==> src/hdl/vat_pkg.sv <==
// Shared constants and types for the 4x4 affine transform unit.
package vat_pkg;

   localparam int NUM_LANES  = 4;
   localparam int NUM_COLS   = 4;
   localparam int NUM_REGS   = 8;
   localparam int CSR_IDX_W  = $clog2(NUM_REGS);
   localparam int CSR_DATA_W = 64;
   localparam int DATA_W     = 32;
   localparam int PROD_W     = 2 * DATA_W;
   localparam int PAIR_W     = PROD_W + 1;
   localparam int SUM_W      = PROD_W + 2;
   localparam int FRAC_BITS  = 16;
   localparam int SHIFT_W    = SUM_W - FRAC_BITS;

   localparam logic [DATA_W-1:0] ONE_Q16 = DATA_W'(32'h0001_0000);

   typedef logic [1:0][CSR_DATA_W-1:0]          vat_row_type;
   typedef logic [NUM_COLS-1:0][DATA_W-1:0]     vat_vec_type;
   typedef logic [1:0][PAIR_W-1:0]              vat_pair_type;
   typedef logic [NUM_LANES-1:0][DATA_W-1:0]    vat_result_type;

   typedef struct packed {
      logic s1_load;
      logic s2_load;
   } vat_lane_ctl_type;

   // identity matrix
   localparam logic [NUM_REGS-1:0][CSR_DATA_W-1:0] MATRIX_RESET = {
      64'h0001_0000_0000_0000,
      64'h0000_0000_0000_0000,
      64'h0000_0000_0001_0000,
      64'h0000_0000_0000_0000,
      64'h0000_0000_0000_0000,
      64'h0001_0000_0000_0000,
      64'h0000_0000_0000_0000,
      64'h0000_0000_0001_0000
   };

endpackage

==> src/hdl/vat_merge.sv <==
// Output stage: final sum per lane, floor shift by 16, saturate, result register.
module vat_merge (
   input  logic                                      clock,
   input  logic                                      reset,
   input  logic                                      in_valid,
   output logic                                      in_ready,
   input  logic [vat_pkg::NUM_LANES-1:0][1:0][vat_pkg::PAIR_W-1:0] pair_sums,
   output logic                                      rsp_valid,
   input  logic                                      rsp_ready,
   output vat_pkg::vat_result_type                   result
);
   import vat_pkg::*;

   logic           rsp_valid_ff;
   logic           rsp_valid_in;
   vat_result_type result_ff;
   vat_result_type result_in;
   logic [NUM_LANES-1:0][SUM_W-1:0]   total;
   logic [NUM_LANES-1:0][SHIFT_W-1:0] shifted;

   assign in_ready = !rsp_valid_ff || rsp_ready;

   always_comb begin
      for (int l = 0; l < NUM_LANES; l++) begin
         total[l] = {pair_sums[l][0][PAIR_W-1], pair_sums[l][0]}
                  + {pair_sums[l][1][PAIR_W-1], pair_sums[l][1]};
         // arithmetic shift of the exact sum is the floor divide
         shifted[l] = total[l][SUM_W-1:FRAC_BITS];
         if (&shifted[l][SHIFT_W-1:DATA_W-1] || ~|shifted[l][SHIFT_W-1:DATA_W-1]) begin
            result_in[l] = shifted[l][DATA_W-1:0];
         end else if (shifted[l][SHIFT_W-1]) begin
            result_in[l] = {1'b1, {(DATA_W-1){1'b0}}};
         end else begin
            result_in[l] = {1'b0, {(DATA_W-1){1'b1}}};
         end
      end
      rsp_valid_in = in_ready ? in_valid : rsp_valid_ff;
   end

   always_ff @(posedge clock) begin
      if (reset) begin
         rsp_valid_ff <= 1'b0;
      end else begin
         rsp_valid_ff <= rsp_valid_in;
      end
      if (in_ready) begin
         result_ff <= result_in;
      end
   end

   assign rsp_valid = rsp_valid_ff;
   assign result    = result_ff;

endmodule

==> config.mk <==
export PLATFORM = sky130hd
export DESIGN_NAME = vat_merge
export DESIGN_NICKNAME = d
export VERILOG_FILES = /design/src/hdl/vat_pkg.sv /design/src/hdl/vat_merge.sv
export SDC_FILE = /design/constraint.sdc
export NUM_CORES = 1
export LEC_CHECK = 0
export ABC_AREA = 1
export BUFFER_PORTS_ARGS = -buffer_cell sky130_fd_sc_hd__buf_4
export CAP_MARGIN = 5
export CORE_AREA = 2 2 254 256
export DETAILED_ROUTE_END_ITERATION = 8
export DIE_AREA = 0 0 256 258
export GPL_TIMING_DRIVEN = 1
export HOLD_SLACK_MARGIN = 0.12
export PLACE_DENSITY = 0.79
export SLEW_MARGIN = 20
export SYNTH_ARGS = -nofsm -noshare
export SYNTH_HDL_FRONTEND = slang
export SYNTH_SLANG_ARGS = --single-unit
==> constraint.sdc <==
create_clock -name clock -period 3.7 [get_ports clock]
set_input_delay 0.37 -clock clock [delete_from_list [all_inputs] [get_ports clock]]
set_output_delay 0.37 -clock clock [all_outputs]
set_load 0.02 [all_outputs]
# Yosys cells after proc, flatten, opt, wreduce, memory -nomap -nowiden

Index checks and enable logic that the tools add are counted.
W data, S select, Z words.

Add/subtract/negate cells: 4
$mul: 0
Divide/modulo/power cells: 0
Order comparisons: 0
Equal/unequal tests: 0
Shift-type cells: 0
Muxes and demuxes: 8
Bitwise logic cells: 0
Reduce and logical (&&, ||, !) cells: 18

Operators with widths:

| operator           | number |
|---|---|
| $add A65 B65 Y66   | 4 |
| $mux W32           | 8 |
| $reduce_and A19 Y1 | 4 |
| $reduce_or A19 Y1  | 4 |
| $logic_not A1 Y1   | 5 |
| $logic_or A1 B1 Y1 | 5 |

Register bits after elaboration: 129
Bits in latches: 0
RAM bits: 0
Bits in read-only memories: 0
Bits of input ports: 524
Logic and storage cells: 35
Memories: 0

# Longest topological paths before layout

Word-level depth: 5
Gate-level depth with buffers: 24

# Worst setup path after synthesis

OpenSTA, ideal clock, no wires.

Kind: flip-flop to flip-flop
Start point: register rsp_valid_ff (netlist: rsp_valid)
End point: register result_ff, in the netlist result[0], enable pin
Setup time: 1.161 ns
Arrival time: 2.672 ns
Required time: 2.539 ns
Slack: -0.133 ns
Cell stages (with the launch flop): 2
Path buffers: 0
Path through: dfxtp_1 > nand2_1

Cells in the longest elaborated chain, start to end: 2

Ends and longest elaborated chain:

| what                   | line            | text |
|---|---|---|
| start, declared        | vat_merge.sv:14 | `logic rsp_valid_ff;` |
| start signal, assigned | vat_merge.sv:44 | `rsp_valid_ff <= rsp_valid_in;` |
| $logic_not A1 Y1       | vat_merge.sv:21 | `assign in_ready = !rsp_valid_ff \|\| rsp_ready;` |
| $logic_or A1 B1 Y1     | vat_merge.sv:21 |  |
| via in_ready           | vat_merge.sv:6  | `output logic in_ready,` |
| end signal, assigned   | vat_merge.sv:47 | `result_ff <= result_in;` |
| end, declared          | vat_merge.sv:16 | `vat_result_type result_ff;` |

The timed path passes the listed nets, and every way through them passes these cells.
A chain may end at the register's enable or synchronous reset.

==> impl_metrics.py <==
metrics = {
    "clock_network": {
        "insertion_delay_ns": 0.50,
        "postCtsSetupBuffers": 0,
        "htreeDepth": 4,
        "clock-sinks": 129,
        "cts_tree": "built",
        "cts_made_buffers": 17,
        "clockBufferDepth": 2,
        "clockRootBuffer": "clkbuf_16",
        "clk_pin_slew_ns": 0.09,
    },
    "timing": {
        "max_freq_mhz": 332,
        "fin_setup_tns_ns": 0,
        "rsz0062_at_grt": "no",
        "tightest_slew_ns": 0.748,
        "maxSlewViolCount": 0,
        "finalHoldViolCount": 0,
        "slew_headroom": 0.502,
        "worst_clock_skew_ns": 0.0130,
        "min_period_over_period": 0.813,
        "finalCriticalPeriod_ns": 3.01,
        "setup_violations": 0,
    },
    "cells_and_area": {
        "antenna_cells": 0,
        "layout-drive-gt1-share": 0.133,
        "final_nets": 7221,
        "final-seq-area_mm2": 0.00386,
        "syn2layout_area_growth_pct": 25.0,
        "fillers": 6842,
        "multiInputGateArea_mm2": 0.0202,
        "finalNonFillerCells": 7309,
    },
    "global_routing": {
        "antenna_found_initial": 0,
        "grt_pass1_vias": 34713,
        "grt_overflow": 0,
        "grt_max_degree": 78,
        "grt_pass1_wl_um": 198000,
        "grt.total_usage": 0.393,
    },
    "power": {
        "p_clk_frac": 0.191,
        "pwr-share-comb": 0.602,
        "seqPwrFrac": 0.208,
        "p_int_uw": 5030,
        "p_per_area_mw_per_mm2": 276,
        "peakVddDrop_mv": 0.414,
        "p_leak_uw": 0.0227,
        "p_sw_uw": 4950,
        "p_sw_frac": 0.496,
    },
    "routing": {
        "drtPass1Iterations": 7,
        "final_antenna_net_count": 0,
        "viasPerCell": 5.04,
        "vias": 36870,
        "wl_um": 134000,
        "wl_per_cell_um": 18.4,
        "drt_iter0_drc": 3033,
        "drc": 0,
    },
    "critical_path": {
        "crit_type": "in -> reg",
        "endpoint_kind": "register",
        "crit_path_max_fanout": 25,
        "cp.required_ns": 3.95,
        "cp_data_arrival_time_ns": 3.26,
        "reg2reg_depth": 2,
        "startpoint_type": "input pin",
    },
    "logic_synthesis": {
        "synth-edff-count": 128,
        "syn_inst": 5692,
        "seq_area_frac_synth": 0.133,
        "async_flop_share": 0,
        "synth_area_per_cell_um2": 5.09,
        "yosysMostFrequentCell": "nand2_1",
        "yosysWarnings": 0,
        "ys_top_cells_by_count": "2740 x nand2_1, 1223 x inv_1, 482 x nor2_1",
        "ys_ff_latch": 129,
        "syn_area_mm2": 0.0290,
        "netlist_top_cells_area": "nand2_1 36%, inv_1 16%, edfxtp_1 13%",
        "synth_ff_type": "edfxtp_1",
        "synth.distinct_cells": 40,
        "synth_top_area_frac": 0.355,
        "synth_top_cell_by_area": "nand2_1",
        "synthesis.nets": 6472,
    },
    "hold_path": {
        "holdPathStages": 5,
        "hold_path_class": "in -> reg",
    },
    "placed_design": {
        "dp_hpwl_um": 119000,
        "io_buffers": 653,
        "dp.cells": 7275,
        "finalWeightedCongestion": 1.09,
    },
    "die": {
        "start_util": 0.455,
        "ioPinCount": 654,
        "die_area_mm2": 0.0660,
        "rows": 93,
        "core_mm2": 0.0636,
        "die_h_um": 258,
        "dieWidth_um": 256,
    },
    "job": {
        "timing.max_cap.violations": 0,
    },
    "run_status": {
        "outcome": "completed",
    },
}
## through the flow
stage / utilization / hold WS (ns) / instance area [µm²] / setup WS, ns / total power (µW)
after CTS: 0.569 / 0.429 / 36200 / 0.805 / 9860
after global routing: 0.569 / 0.478 / 36200 / 0.459 / 10500
after global placement: 0.559 / 0.523 / 35600 / 0.261 / 7940
after detailed placement: 0.559 / 0.528 / 35600 / 0.275 / 7950
final: 0.569 / 0.453 / 36200 / 0.692 / 9980
after floorplan: - / 0.439 / 29000 / 1.19 / 5450
## registers in the layout (all words and copies together), names as in the netlist
signal	flops
result	128
rsp_valid	1
## critical path: stages
cell and delay (ns):
buf_4 0.11, ha_1 0.41, a21oi_1 0.25, o21ai_0 0.18, a21oi_1 0.23, nand2_1 0.09, a21oi_1 0.45, nand2_1 0.13
nand2_1 0.09, nand2_1 0.05, nor2_1 0.10, nand2_1 0.09, nor2_1 0.16, nand3_1 0.14, nand3_2 0.12, buf_12 0.17
nand2_1 0.08
## worst paths after layout
path	slack, ns	endpoint	startpoint
max reg2reg	1.94	result[112]	rsp_valid
min reg2reg	1.12	result[124]	rsp_valid
min	0.45	result[90]	pair_sums[367]
max	0.69	result[15]	pair_sums[57]
## kinds of logic after synthesis
| kind of cell | after synthesis | share of synthesized area |
|---|---|---|
| simple gates | 3611 | 0.493 |
| buf+inv | 1273 | 0.170 |
| compound gates | 298 | 0.0550 |
| fa+ha+maj | 256 | 0.111 |
| flops | 129 | 0.133 |
| xor+xnor | 125 | 0.0381 |
## repair_timing
item	4_1_cts	5_1_grt
endpoints found under the hold margin	1	0
setup endpoints to repair	0	0
hold buffers	2	0
gates resized for setup	0	0
## cells in the final DEF, fill, tap and decap left out, types with 10 or more instances in the layout
cell type	instances
o21ai_0	33
a21oi_1	198
nor2_2	23
and2_1	10
nand3b_1	10
xnor2_1	52
clkbuf_16	17
edfxtp_1	128
a31oi_1	52
inv_1	1223
nor3_2	12
xor2_1	72
and3_1	26
nand3_1	232
nor2_1	482
ha_1	256
nand4_1	21
buf_4	743
nor3_1	35
nand2_1	2739
inv_2	19
## cell type report
cell class | instances | share of cell area
Multi-Input combinational cell | 4290 | 0.558
Timing Repair Buffer | 754 | 0.160
Inverter | 1249 | 0.130
Sequential cell | 129 | 0.107
Tap cell | 855 | 0.0296
Clock buffer | 17 | 0.0118
Clock inverter | 15 | 0.00456
## metal layers
layer / up-vias / GRT usage / wire length (µm)
met1: 16265 / 0.449 / 52100
met4: 0 / 0.214 / 8160
li1: 18548 / - / -
met2: 1670 / 0.706 / 64600
met3: 387 / 0.0573 / 9530
met5: - / 0 / 0
## power groups by stage
stage               clock, µW  sequential, µW  combinational, µW
floorplan                   0            2400               3060
global placement            0            2090               5850
detailed placement          0            2090               5860
CTS                      1910            2070               5890
global route             1950            2090               6490
finish                   1900            2070               6010
(Power assumes the default switching activity.)
